===== src/r2h_pkg.sv =====
// shared types, constants and field widths for the rgb to hsl converter
package r2h_pkg;

    localparam int RGB_MAX       = 255;
    localparam int HSL_MAX       = 240;
    localparam int GREY_HUE      = 160;

    localparam int CH_W         = 8;
    localparam int SUM_W        = 9;
    localparam int DIV_STAGES   = 8;
    localparam int LUM_NUM_W    = 17;
    localparam int SAT_NUM_W    = 17;
    localparam int DIST_NUM_W   = 16;
    localparam int HUE_W        = 10;
    localparam int PIPE_STAGES  = DIV_STAGES + 3;

    localparam int LUM_LOW_LIMIT = (HSL_MAX / 2 + 1) * 2 * RGB_MAX;

    localparam int     LUM_SHIFT   = LUM_NUM_W + $clog2(2 * RGB_MAX);
    localparam longint LUM_RECIP   = ((64'd1 << LUM_SHIFT) + 2 * RGB_MAX - 1) / (2 * RGB_MAX);
    localparam int     LUM_RECIP_W = $clog2(LUM_RECIP + 1);
    localparam int     LUM_PROD_W  = LUM_NUM_W + LUM_RECIP_W;

    typedef enum logic [1:0] {
        SEL_RED,
        SEL_GREEN,
        SEL_BLUE
    } t_sel;

    typedef struct packed {
        logic [CH_W-1:0] alpha;
        logic            grey;
        t_sel            sel;
    } t_side;

endpackage


===== src/r2h_prep.sv =====
// front stages: channel max and min, sums, all division numerators and the divisors of the dividers
module r2h_prep
    import r2h_pkg::*;
(
    input  logic                  i_clk,
    input  logic [1:0]            i_en,
    input  logic [CH_W-1:0]       i_red,
    input  logic [CH_W-1:0]       i_green,
    input  logic [CH_W-1:0]       i_blue,
    input  logic [CH_W-1:0]       i_alpha,
    output logic [LUM_NUM_W-1:0]  o_lum_num,
    output logic [SAT_NUM_W-1:0]  o_sat_num,
    output logic [SUM_W-1:0]      o_sat_den,
    output logic [DIST_NUM_W-1:0] o_dist_r,
    output logic [DIST_NUM_W-1:0] o_dist_g,
    output logic [DIST_NUM_W-1:0] o_dist_b,
    output logic [CH_W-1:0]       o_dist_den,
    output t_side                 o_side
);

    logic [CH_W-1:0]  r_red, r_green, r_blue, r_max;
    logic [SUM_W-1:0] r_sum;
    logic [CH_W-1:0]  r_delta;
    t_side            r_side1;

    logic [CH_W-1:0]  n_max, n_min;
    t_sel             n_sel;

    always_comb begin
        n_max = i_red;
        n_min = i_red;
        if (i_green > n_max) n_max = i_green;
        if (i_blue > n_max) n_max = i_blue;
        if (i_green < n_min) n_min = i_green;
        if (i_blue < n_min) n_min = i_blue;
        if (i_red == n_max) begin
            n_sel = SEL_RED;
        end else if (i_green == n_max) begin
            n_sel = SEL_GREEN;
        end else begin
            n_sel = SEL_BLUE;
        end
    end

    always_ff @(posedge i_clk) begin
        if (i_en[0]) begin
            r_red         <= i_red;
            r_green       <= i_green;
            r_blue        <= i_blue;
            r_max         <= n_max;
            r_sum         <= SUM_W'(n_max) + SUM_W'(n_min);
            r_delta       <= n_max - n_min;
            r_side1.alpha <= i_alpha;
            r_side1.grey  <= (n_max == n_min);
            r_side1.sel   <= n_sel;
        end
    end

    logic [LUM_NUM_W-1:0]  n_lum_num;
    logic [SUM_W-1:0]      n_den;
    logic [SAT_NUM_W-1:0]  n_sat_num;
    logic [DIST_NUM_W-1:0] n_dist_r, n_dist_g, n_dist_b;
    logic [DIST_NUM_W-1:0] half_delta;

    always_comb begin
        n_lum_num = LUM_NUM_W'(r_sum) * LUM_NUM_W'(HSL_MAX) + LUM_NUM_W'(RGB_MAX);
        if (n_lum_num < LUM_NUM_W'(LUM_LOW_LIMIT)) begin
            n_den = r_sum;
        end else begin
            n_den = SUM_W'(2 * RGB_MAX) - r_sum;
        end
        if (n_den == '0) n_den = SUM_W'(1);
        n_sat_num = SAT_NUM_W'(r_delta) * SAT_NUM_W'(HSL_MAX)
                  + SAT_NUM_W'(n_den >> 1);
        half_delta = DIST_NUM_W'(r_delta >> 1);
        n_dist_r = DIST_NUM_W'(r_max - r_red) * DIST_NUM_W'(HSL_MAX / 6) + half_delta;
        n_dist_g = DIST_NUM_W'(r_max - r_green) * DIST_NUM_W'(HSL_MAX / 6) + half_delta;
        n_dist_b = DIST_NUM_W'(r_max - r_blue) * DIST_NUM_W'(HSL_MAX / 6) + half_delta;
    end

    always_ff @(posedge i_clk) begin
        if (i_en[1]) begin
            o_lum_num  <= n_lum_num;
            o_sat_num  <= n_sat_num;
            o_sat_den  <= n_den;
            o_dist_r   <= n_dist_r;
            o_dist_g   <= n_dist_g;
            o_dist_b   <= n_dist_b;
            o_dist_den <= r_side1.grey ? CH_W'(1) : r_delta;
            o_side     <= r_side1;
        end
    end

endmodule


===== src/r2h_div.sv =====
// pipelined restoring divider, one quotient bit per stage
module r2h_div
    import r2h_pkg::*;
#(
    parameter int N_W = 16,
    parameter int D_W = 8,
    parameter int Q_W = DIV_STAGES
) (
    input  logic           i_clk,
    input  logic [Q_W-1:0] i_en,
    input  logic [N_W-1:0] i_num,
    input  logic [D_W-1:0] i_den,
    output logic [Q_W-1:0] o_quo
);

    localparam int RW = D_W + Q_W;

    logic [RW-1:0]  r_rem [0:Q_W-2];
    logic [RW-1:0]  r_den [0:Q_W-2];
    logic [Q_W-1:0] r_quo [0:Q_W-1];

    for (genvar j = 0; j < Q_W; j++) begin : g_stage
        localparam int K = Q_W - 1 - j;
        logic [RW-1:0]  rem_in, den_in;
        logic [Q_W-1:0] quo_in;
        logic [RW:0]    trial;

        if (j == 0) begin : g_first
            assign rem_in = RW'(i_num);
            assign den_in = RW'(i_den);
            assign quo_in = '0;
        end else begin : g_next
            assign rem_in = r_rem[j-1];
            assign den_in = r_den[j-1];
            assign quo_in = r_quo[j-1];
        end

        assign trial = {1'b0, rem_in} - ({1'b0, den_in} << K);

        always_ff @(posedge i_clk) begin
            if (i_en[j]) begin
                r_quo[j] <= trial[RW] ? quo_in : (quo_in | (Q_W'(1) << K));
            end
        end

        if (j < Q_W - 1) begin : g_carry
            always_ff @(posedge i_clk) begin
                if (i_en[j]) begin
                    r_rem[j] <= trial[RW] ? rem_in : trial[RW-1:0];
                    r_den[j] <= den_in;
                end
            end
        end
    end

    assign o_quo = r_quo[Q_W-1];

endmodule


===== src/rgb_to_hsl_converter_top.sv =====
// top level of the rgb to hsl converter: stage control, dividers and output stage
// Converts one RGBA pixel per transfer into hue, saturation and lightness on the
// 0..240 scale with rounding, passes alpha through and flags grey pixels (hue 160,
// saturation 0). The pipeline is 11 register stages deep: two front stages, eight
// divider stages that settle one quotient bit each, and the output register. It
// accepts one pixel every clock cycle unless all stages are full and stalled; each
// stage holds behind a full, stalled next stage; empty ones fill while the output waits.
module rgb_to_hsl_converter_top
    import r2h_pkg::*;
(
    input  logic        i_clk,
    input  logic        i_rst_n,
    input  logic        s_axis_tvalid,
    output logic        s_axis_tready,
    input  logic [31:0] s_axis_tdata,   // red, green, blue, alpha_in
    output logic        m_axis_tvalid,
    input  logic        m_axis_tready,
    output logic [31:0] m_axis_tdata,   // hue, saturation, lightness, alpha_out
    output logic        m_axis_tuser    // achromatic
);

    logic [PIPE_STAGES-1:0] r_vld;
    logic [PIPE_STAGES-1:0] stage_en;

    always_comb begin
        stage_en[PIPE_STAGES-1] = !r_vld[PIPE_STAGES-1] || m_axis_tready;
        for (int k = PIPE_STAGES - 2; k >= 0; k--) begin
            stage_en[k] = !r_vld[k] || stage_en[k+1];
        end
    end

    always_ff @(posedge i_clk) begin
        if (!i_rst_n) begin
            r_vld <= '0;
        end else begin
            if (stage_en[0]) r_vld[0] <= s_axis_tvalid;
            for (int k = 1; k < PIPE_STAGES; k++) begin
                if (stage_en[k]) r_vld[k] <= r_vld[k-1];
            end
        end
    end

    assign s_axis_tready = stage_en[0];

    logic [LUM_NUM_W-1:0]  lum_num;
    logic [SAT_NUM_W-1:0]  sat_num;
    logic [SUM_W-1:0]      sat_den;
    logic [DIST_NUM_W-1:0] dist_r, dist_g, dist_b;
    logic [CH_W-1:0]       dist_den;
    t_side                 side2;

    r2h_prep u_prep (
        .i_clk      (i_clk),
        .i_en       (stage_en[1:0]),
        .i_red      (s_axis_tdata[7:0]),
        .i_green    (s_axis_tdata[15:8]),
        .i_blue     (s_axis_tdata[23:16]),
        .i_alpha    (s_axis_tdata[31:24]),
        .o_lum_num  (lum_num),
        .o_sat_num  (sat_num),
        .o_sat_den  (sat_den),
        .o_dist_r   (dist_r),
        .o_dist_g   (dist_g),
        .o_dist_b   (dist_b),
        .o_dist_den (dist_den),
        .o_side     (side2)
    );

    logic [DIV_STAGES-1:0] div_en;
    logic [DIV_STAGES-1:0] q_sat, q_dr, q_dg, q_db;
    logic [CH_W-1:0]       q_lum;

    assign div_en = stage_en[DIV_STAGES+1:2];

    // lightness divides by a constant: reciprocal multiply, then carried along
    logic [LUM_PROD_W-1:0] lum_prod;

    assign lum_prod = LUM_PROD_W'(lum_num) * LUM_PROD_W'(LUM_RECIP);

    r2h_div #(.N_W(SAT_NUM_W), .D_W(SUM_W), .Q_W(DIV_STAGES)) u_div_sat (
        .i_clk (i_clk),
        .i_en  (div_en),
        .i_num (sat_num),
        .i_den (sat_den),
        .o_quo (q_sat)
    );

    r2h_div #(.N_W(DIST_NUM_W), .D_W(CH_W), .Q_W(DIV_STAGES)) u_div_dr (
        .i_clk (i_clk),
        .i_en  (div_en),
        .i_num (dist_r),
        .i_den (dist_den),
        .o_quo (q_dr)
    );

    r2h_div #(.N_W(DIST_NUM_W), .D_W(CH_W), .Q_W(DIV_STAGES)) u_div_dg (
        .i_clk (i_clk),
        .i_en  (div_en),
        .i_num (dist_g),
        .i_den (dist_den),
        .o_quo (q_dg)
    );

    r2h_div #(.N_W(DIST_NUM_W), .D_W(CH_W), .Q_W(DIV_STAGES)) u_div_db (
        .i_clk (i_clk),
        .i_en  (div_en),
        .i_num (dist_b),
        .i_den (dist_den),
        .o_quo (q_db)
    );

    t_side           r_side [0:DIV_STAGES-1];
    logic [CH_W-1:0] r_lum_pipe [0:DIV_STAGES-1];

    always_ff @(posedge i_clk) begin
        if (div_en[0]) begin
            r_side[0]     <= side2;
            r_lum_pipe[0] <= lum_prod[LUM_SHIFT +: CH_W];
        end
        for (int j = 1; j < DIV_STAGES; j++) begin
            if (div_en[j]) begin
                r_side[j]     <= r_side[j-1];
                r_lum_pipe[j] <= r_lum_pipe[j-1];
            end
        end
    end

    assign q_lum = r_lum_pipe[DIV_STAGES-1];

    t_side                   side_last;
    logic signed [HUE_W-1:0] n_hue;
    logic [CH_W-1:0]         n_sat;

    assign side_last = r_side[DIV_STAGES-1];

    always_comb begin
        case (side_last.sel)
            SEL_RED: begin
                n_hue = $signed(HUE_W'(q_db)) - $signed(HUE_W'(q_dg));
            end
            SEL_GREEN: begin
                n_hue = $signed(HUE_W'(HSL_MAX / 3)) + $signed(HUE_W'(q_dr))
                      - $signed(HUE_W'(q_db));
            end
            default: begin
                n_hue = $signed(HUE_W'(2 * HSL_MAX / 3)) + $signed(HUE_W'(q_dg))
                      - $signed(HUE_W'(q_dr));
            end
        endcase
        if (n_hue < 0) n_hue = n_hue + $signed(HUE_W'(HSL_MAX));
        if (n_hue > $signed(HUE_W'(HSL_MAX))) n_hue = n_hue - $signed(HUE_W'(HSL_MAX));
        n_sat = (q_sat > CH_W'(HSL_MAX)) ? CH_W'(HSL_MAX) : q_sat;
        if (side_last.grey) begin
            n_hue = $signed(HUE_W'(GREY_HUE));
            n_sat = '0;
        end
    end

    logic [CH_W-1:0] r_hue, r_sat, r_lum, r_alpha;
    logic            r_grey;

    always_ff @(posedge i_clk) begin
        if (stage_en[PIPE_STAGES-1]) begin
            r_hue   <= n_hue[CH_W-1:0];
            r_sat   <= n_sat;
            r_lum   <= q_lum;
            r_alpha <= side_last.alpha;
            r_grey  <= side_last.grey;
        end
    end

    assign m_axis_tvalid = r_vld[PIPE_STAGES-1];
    assign m_axis_tdata  = {r_alpha, r_lum, r_sat, r_hue};
    assign m_axis_tuser  = r_grey;

    a_full_when_blocked: assert property (@(posedge i_clk) disable iff (!i_rst_n)
        !s_axis_tready |-> (r_vld == '1))
        else $error("input blocked while a pipeline stage is empty");

    a_hue_range: assert property (@(posedge i_clk) disable iff (!i_rst_n)
        (m_axis_tvalid && !m_axis_tuser) |-> (r_hue <= CH_W'(HSL_MAX)))
        else $error("hue out of range");

    a_grey_result: assert property (@(posedge i_clk) disable iff (!i_rst_n)
        (m_axis_tvalid && m_axis_tuser) |-> (r_sat == '0 && r_hue == CH_W'(GREY_HUE)))
        else $error("grey pixel with saturation or defined hue");

    a_levels_range: assert property (@(posedge i_clk) disable iff (!i_rst_n)
        m_axis_tvalid |-> (r_lum <= CH_W'(HSL_MAX) && r_sat <= CH_W'(HSL_MAX)))
        else $error("lightness or saturation out of range");

endmodule

===== config.mk =====
export PLATFORM = sky130hd
export DESIGN_NAME = rgb_to_hsl_converter_top
export DESIGN_NICKNAME = d
export VERILOG_FILES = /design/src/r2h_pkg.sv /design/src/r2h_prep.sv /design/src/r2h_div.sv /design/src/rgb_to_hsl_converter_top.sv
export SDC_FILE = /design/constraint.sdc
export NUM_CORES = 2
export LEC_CHECK = 0
export BUFFER_PORTS_ARGS = -buffer_cell sky130_fd_sc_hd__clkbuf_2
export CORE_MARGIN = 1.5
export CORE_UTILIZATION = 65
export CTS_CLUSTER_SIZE = 10
export DETAILED_ROUTE_END_ITERATION = 8
export PLACE_DENSITY = 0.91
export REMOVE_ABC_BUFFERS = 1
export SETUP_SLACK_MARGIN = 0.5
export SLEW_MARGIN = 10
export SYNTH_ARGS = -nofsm -noshare
export SYNTH_HDL_FRONTEND = slang
export SYNTH_SLANG_ARGS = --single-unit

===== constraint.sdc =====
create_clock -name i_clk -period 11.3 [get_ports i_clk]
set_clock_uncertainty 0.05 [all_clocks]
set_input_delay 0.565 -clock i_clk [delete_from_list [all_inputs] [get_ports i_clk]]
set_output_delay 0.565 -clock i_clk [all_outputs]
set_load 0.005 [all_outputs]

## Word-level counts from Yosys, hierarchy flattened

Memories as Yosys holds them, arrays and structs flattened. A register that Yosys moved wholly into a read port is not among the register bits.
Cells that the tools add are included.

| operators by class | value |
|---|---|
| $add $sub $neg | 50 |
| multiply operators | 6 |
| $lt $le $gt $ge | 8 |
| eq/ne operators | 4 |
| mux-type cells | 87 |
| reductions and logical operators | 25 |

Operators by type and width:

| kind | number |
|---|---|
| 16-bit two-way mux | 21 |
| 16-bit by 17-bit subtractor with 17-bit output | 18 |
| 17-bit two-way mux | 7 |
| 17-bit by 18-bit subtractor with 18-bit output | 6 |
| 8-bit two-way mux | 10 |
| 16-bit by 15-bit subtractor with 17-bit output | 3 |
| 16-bit by 16-bit subtractor with 17-bit output | 3 |
| 16-bit by 7-bit adder with 16-bit output | 3 |
| 16-bit by 3-bit multiplier with 13-bit output, second input constant | 3 |
| 8-bit by 8-bit subtractor with 9-bit output | 4 |
| 17-bit by 18-bit multiplier with 34-bit output, second input constant | 1 |
| 7-bit two-way mux | 4 |
| 8-bit == test | 3 |
| 6-bit two-way mux | 4 |
| 1-bit two-way mux | 20 |
| 5-bit two-way mux | 4 |
| 10-bit case mux with 2 select lines | 1 |
| 9-bit by 8-bit subtractor with 10-bit output | 2 |
| 9-bit two-way mux | 2 |
| 17-bit by 16-bit subtractor with 18-bit output | 1 |
| 17-bit by 17-bit subtractor with 18-bit output | 1 |
| 16-bit by 8-bit adder with 17-bit output | 1 |
| 17-bit by 8-bit adder with 17-bit output, second input constant | 1 |
| 17-bit by 16-bit less-than comparator with 1-bit output, second input constant | 1 |
| 24 further kinds | 56 |

| word-level totals | value |
|---|---|
| bits in registers | 206 |
| bits in writable memories | 1318 |
| input bits | 36 |
| output and inout bits | 35 |
| logic and storage cells | 230 |
| memories kept | 14 |

Memory list:

| name | words | bits a word | read ports | clocked after memory_dff | wr ports | RTL line | source |
|---|---|---|---|---|---|---|---|
| u_div_sat.r_den | 7 | 17 | 7 | 0 | 7 | r2h_div.sv:19 | `logic [RW-1:0] r_den [0:Q_W-2];` |
| u_div_sat.r_rem | 7 | 17 | 7 | 0 | 7 | r2h_div.sv:18 | `logic [RW-1:0] r_rem [0:Q_W-2];` |
| u_div_db.r_den | 7 | 16 | 7 | 0 | 7 | r2h_div.sv:19 |  |
| u_div_db.r_rem | 7 | 16 | 7 | 0 | 7 | r2h_div.sv:18 |  |
| u_div_dg.r_den | 7 | 16 | 7 | 0 | 7 | r2h_div.sv:19 |  |
| u_div_dg.r_rem | 7 | 16 | 7 | 0 | 7 | r2h_div.sv:18 |  |
| +8 memories | n/a | n/a | n/a | n/a | n/a | n/a |  |

## Logic depth before layout (Yosys ltp)

| depth | value |
|---|---|
| depth after elaboration | 12 |
| gate-level depth with buffers | 28 |
| mapped depth without buffers | 27 |

## By module

A second synthesis with hierarchy kept.

| unflattened totals | value |
|---|---|
| cells, all modules | 5150 |
| area, all modules | 63631.0 um2 |

Modules (own cells, without submodules):

| module | instances | cells each | area an instance (um2) | seq. area each (um2) |
|---|---|---|---|---|
| r2h_div (u_div_dg ...) | 2 | 807 | 10176.0 | 6125.9 |
| r2h_prep | 1 | 1138 | 12354.3 | 4654.5 |
| r2h_div (u_div_sat) | 1 | 894 | 11039.3 | 6546.3 |
| r2h_div (u_div_db) | 1 | 825 | 10171.0 | 6125.9 |
| rgb_to_hsl_converter_top | 1 | 679 | 9714.3 | 5775.5 |

## Least setup slack after synthesis

OpenSTA, ideal clock, no wires.

| timing path | value |
|---|---|
| kind | input-to-reg |
| start point | in m_axis_tready |
| end point | mem r_lum_pipe[0][0] (enable) |
| setup time | 0.895 ns |
| data arrival time | 5.608 ns |
| path slack | 4.747 ns |
| cell stages on the path | 7 |
| path buffers | 0 |
| path through | nor2b_1 and2_1 and3_1 and3_1 nand2_1 nor2_1 nand2_1 |

RTL lines:

| element | RTL line | source |
|---|---|---|
| start, declared | rgb_to_hsl_converter_top.sv:17 | `input logic m_axis_tready,` |
| end, declared | rgb_to_hsl_converter_top.sv:113 | `logic [CH_W-1:0] r_lum_pipe [0:DIV_STAGES-1];` |

## Final worst setup path

| timing path | value |
|---|---|
| start point | reg u_prep.r_sum[2] |
| end point | reg u_prep.o_sat_num[15], data pin |

| between the ends | value |
|---|---|
| cells in the longest elaborated chain, start to end | 7 |
| elaborated cells between the ends (all ways) | 8 |

RTL lines:

| element | RTL line | source |
|---|---|---|
| start, declared | r2h_prep.sv:22 | `logic [SUM_W-1:0] r_sum;` |
| start signal, assigned | r2h_prep.sv:51 | `r_sum <= SUM_W'(n_max) + SUM_W'(n_min);` |
| 9-bit by 4-bit multiplier with 13-bit output (*) | r2h_prep.sv:66 | `n_lum_num = LUM_NUM_W'(r_sum) * LUM_NUM_W'(HSL_MAX) + LUM_NUM_W'(RGB_MAX);` |
| 17-bit by 8-bit adder with 17-bit output (*) | r2h_prep.sv:66 |  |
| via u_prep.n_lum_num[16] | r2h_prep.sv:59 | `logic [LUM_NUM_W-1:0] n_lum_num;` |
| 17-bit by 16-bit less-than comparator with 1-bit output (*) | r2h_prep.sv:67 | `if (n_lum_num < LUM_NUM_W'(LUM_LOW_LIMIT)) begin` |
| 9-bit two-way mux (*) | r2h_prep.sv:67 |  |
| 9-bit zero test | r2h_prep.sv:72 | `if (n_den == '0) n_den = SUM_W'(1);` |
| 9-bit two-way mux (*) | r2h_prep.sv:72 |  |
| via u_prep.n_den[6] | r2h_prep.sv:60 | `logic [SUM_W-1:0] n_den;` |
| 16-bit by 8-bit adder with 17-bit output (*) | r2h_prep.sv:74 | `+ SAT_NUM_W'(n_den >> 1);` |
| via u_prep.n_sat_num[15] | r2h_prep.sv:61 | `logic [SAT_NUM_W-1:0] n_sat_num;` |
| end signal, assigned | r2h_prep.sv:84 | `o_sat_num <= n_sat_num;` |
| end, declared | r2h_prep.sv:12 | `output logic [SAT_NUM_W-1:0] o_sat_num,` |

Mark *: on every way through the listed nets, which the timed path passes. The rest lies on a longest branch.
A chain may end at the register's enable or synchronous reset.

==> flow_summary.toml <==
[yosys]
synth_edf_count = 1000
ys_ff_latch = 1011
seq_area_frac_synth = 0.549
netlist_top_cells_count = "1,000 x edfxtp_1, 553 x ha_1, 527 x inv_1, 355 x a21oi_1, 293 x nor2_1"
netlist_area_sq_um = 55100
synthMuxAreaShare = 0.0106
ys.flop_type = "edfxtp_1"
synth_area_leader_cell = "edfxtp_1"
synth_most_common_cell = "edfxtp_1"
yosysTopAreaCellShare = 0.545
synth_compound_area_frac = 0.104
synth_top_cells_by_area = "edfxtp_1 54%, ha_1 13%, inv_1 3.6%, xnor2_1 3.5%, a21oi_1 3.2%"
syn-mean-instance-area_sq_um = 12.2
async_flop_share = 0
synth-xor-area-share = 0.0551
synth_fa_ha_area_frac = 0.155
synth_top_family_by_area = "adder cells"
ys_types = 90
ys.warnings.count = 0
syn_inst = 4510
synth-simple-area-share = 0.0863

[drt]
viasPerCell = 6.05
first_iter_violations = 3218
vias = 35248
drt-total-wl_microns = 114000
detail_route.first_pass.iterations = 8
ant_nets = 0
avgRoutedWirePerCell_microns = 19.6
drc_errors = 0

[timing]
min_period_ps = 6370
finalHoldViolations = 0
fmax_mhz = 157
post-route-period-util = 0.563
tightest_slew_ps = 1240
setup_viol = 0
drv_slew = 0
rsz0062_at_grt = "no"
tns_ps = 0
slew_headroom = 0.174

[setup_path]
critical_path_arrival_ps = 6820
crit_path_end_kind = "flip-flop"
cp-endpoint = "u_prep.o_sat_num[15]$_DFFE_PP_"
startpoint = "u_prep.r_sum[2]$_DFFE_PP_"
timing.rr.end = "u_prep.o_sat_num[15]$_DFFE_PP_"
slowest_delay_ps = 540
path_class = "reg2reg"
required_ps = 11750
reg2reg_depth = 23
cp-start-kind = "flip-flop"
crit_buf_inv = 2
cpLargestDelayFamily = "adder cells"
r2r-start = "u_prep.r_sum[2]$_DFFE_PP_"
cpMaxStageDelayCell = "fa_1"
crit_fanout = 15
reg2reg_slack_ps = 4930
path_depth = 23
path_cells = "inv_1 -> fa_1 -> fa_1 -> inv_1 -> ha_1 -> a211oi_1 -> nor2_1 -> nor4_4 -> nand3_1 -> nand4b_2 -> xnor2_2 -> a31o_4 -> nand2_1 -> xnor2_1 -> ha_1 -> a21o_1 -> a21oi_1 -> nor2b_1 -> o21a_1 -> and3_1 -> and3_1 -> nand3_1 -> xor2_1"

[cells_and_area]
nets = 5323
regArea_sq_um = 30200
post-route-util = 0.715
multiInputGateArea_sq_um = 22700
fin_cells = 5830
fillers = 5022
syn2layout_area_growth_pct = 8.78
drive_gt1_frac = 0.0581
antenna_cells = 0

[global_routing]
antenna_found_initial = 0
grt_pass1_vias = 36087
grt_pass1_wl_microns = 183000
overflow = 0
grt_use_total = 0.266
grt_start_max_net_pins = 100

[placed_design]
port_buffers = 70
placed_cells = 5674
gp_congestion = 0.872
dpl.hpwl_microns = 76300

[min_path]
hold_path.class = "in2reg"

[clocking]
clock_latency_ps = 690
cts-hold-fix-buffers = 0
cts_tree = "built"
root_buffer = "clkbuf_16"
cts.clk_slew.worst_paths_ps = 60
clock_path_buffers = 3
cts_buffers = 112
post_cts_buffers = 0
htreeDepth = 3
cts_resized = 0
cts.sink_count = 1011

[floorplan]
die_area_sq_um = 86500
initial_core_util = 0.657
die_w_microns = 294
core-area_sq_um = 83800
dieHeight_microns = 294
rows = 106
ios = 71

[job]
drv_cap = 0

[run_status]
status = "completed"
final cells by class:
cell class                 count  share of cell area
multi-input combinational   2912               0.378
clock buffer                 148              0.0501
sequential                  1011               0.505
timing repair buffer          90             0.00835
clock inverter                 8             0.00194
inverter                     527              0.0331
tap                         1134              0.0237
layer usage:
metal / GRT usage / routed length, microns / up-vias
met2: 0.488 / 59200 / 1595
met5: 0 / 0 / -
li1: - / - / 16385
met1: 0.306 / 43200 / 16886
met4: 0.130 / 5230 / 0
met3: 0.0353 / 6640 / 382
state kept, by name, summed over array words and instances, names as in the netlist, 40 cells and up:
register	cells
u_div_sat.r_rem	119
u_div_dr.r_rem	107
u_div_dg.r_rem	97
u_div_db.r_rem	96
r_side	88
r_lum_pipe	64
u_div_sat.r_den	41
u_div_dr.r_den	40
cell families (layout without fill, tap and decap cells):
kind of cell | count (synthesis) | in the layout
flops | 1011 | 1011
simple gates | 949 | 949
compound gates | 928 | 928
fa+ha+maj | 633 | 633
buf+inv | 587 | 773
xor+xnor | 345 | 345
mux | 57 | 57
how the worst min path moves through the flow:
| stage | from | to | slack [ps] | depth (start not counted) |
|---|---|---|---|---|
| 4_1_cts | s_axis_tdata[27] | u_prep.r_side1[6]$_DFFE_PP_ | 6 | 1 |
| 2_1_floorplan | r_side[1][36]$_DFFE_PP_ | r_alpha[0]$_DFFE_PP_ | 350 | 0 |
| 3_3_place_gp | u_div_sat.r_quo[0][23]$_DFFE_PP_ | u_div_sat.r_quo[0][31]$_DFFE_PP_ | 350 | 0 |
| 6_report | s_axis_tdata[27] | u_prep.r_side1[6]$_DFFE_PP_ | 30 | 1 |
| 3_5_place_dp | r_lum_pipe[7][4]$_DFFE_PP_ | r_lum[4]$_DFFE_PP_ | 350 | 0 |
| 5_1_grt | s_axis_tdata[27] | u_prep.r_side1[6]$_DFFE_PP_ | 3 | 1 |
through the flow:
stage	setup WS (ps)	area [sq um]	hold WS (ps)
2_1_floorplan	4750	54900	350
3_3_place_gp	4840	56800	350
3_5_place_dp	4790	56800	355
4_1_cts	5000	59900	5.64
5_1_grt	4530	59900	3.31
6_report	4930	59900	25.8
layout by cell type (no fill, tap or decap), types with 24 or more instances in the layout:
| cell | netlist | routed |
|---|---|---|
| clkbuf_2 | 0 | 70 |
| a21o_1 | 164 | 164 |
| nor2_1 | 293 | 293 |
| xnor2_1 | 221 | 221 |
| clkbuf_16 | 0 | 115 |
| nand3_1 | 59 | 59 |
| inv_1 | 527 | 522 |
| o21bai_1 | 40 | 40 |
| nor2b_1 | 91 | 91 |
| nor4_1 | 24 | 24 |
| ha_1 | 553 | 553 |
| edfxtp_1 | 1000 | 1000 |
| mux2i_1 | 44 | 44 |
| o21ai_0 | 193 | 192 |
| nand2_1 | 171 | 166 |
| a21oi_1 | 355 | 355 |
| nor3_1 | 60 | 60 |
| a21boi_0 | 24 | 24 |
| fa_1 | 80 | 80 |
| o31ai_1 | 24 | 24 |
| and3_1 | 26 | 26 |
| clkbuf_1 | 47 | 33 |
| nand2b_1 | 118 | 118 |
| xor2_1 | 122 | 122 |
Power is left out: the tool's default activity adds up to more than one toggle a clock period on the data nets, which glitch-free logic cannot reach.
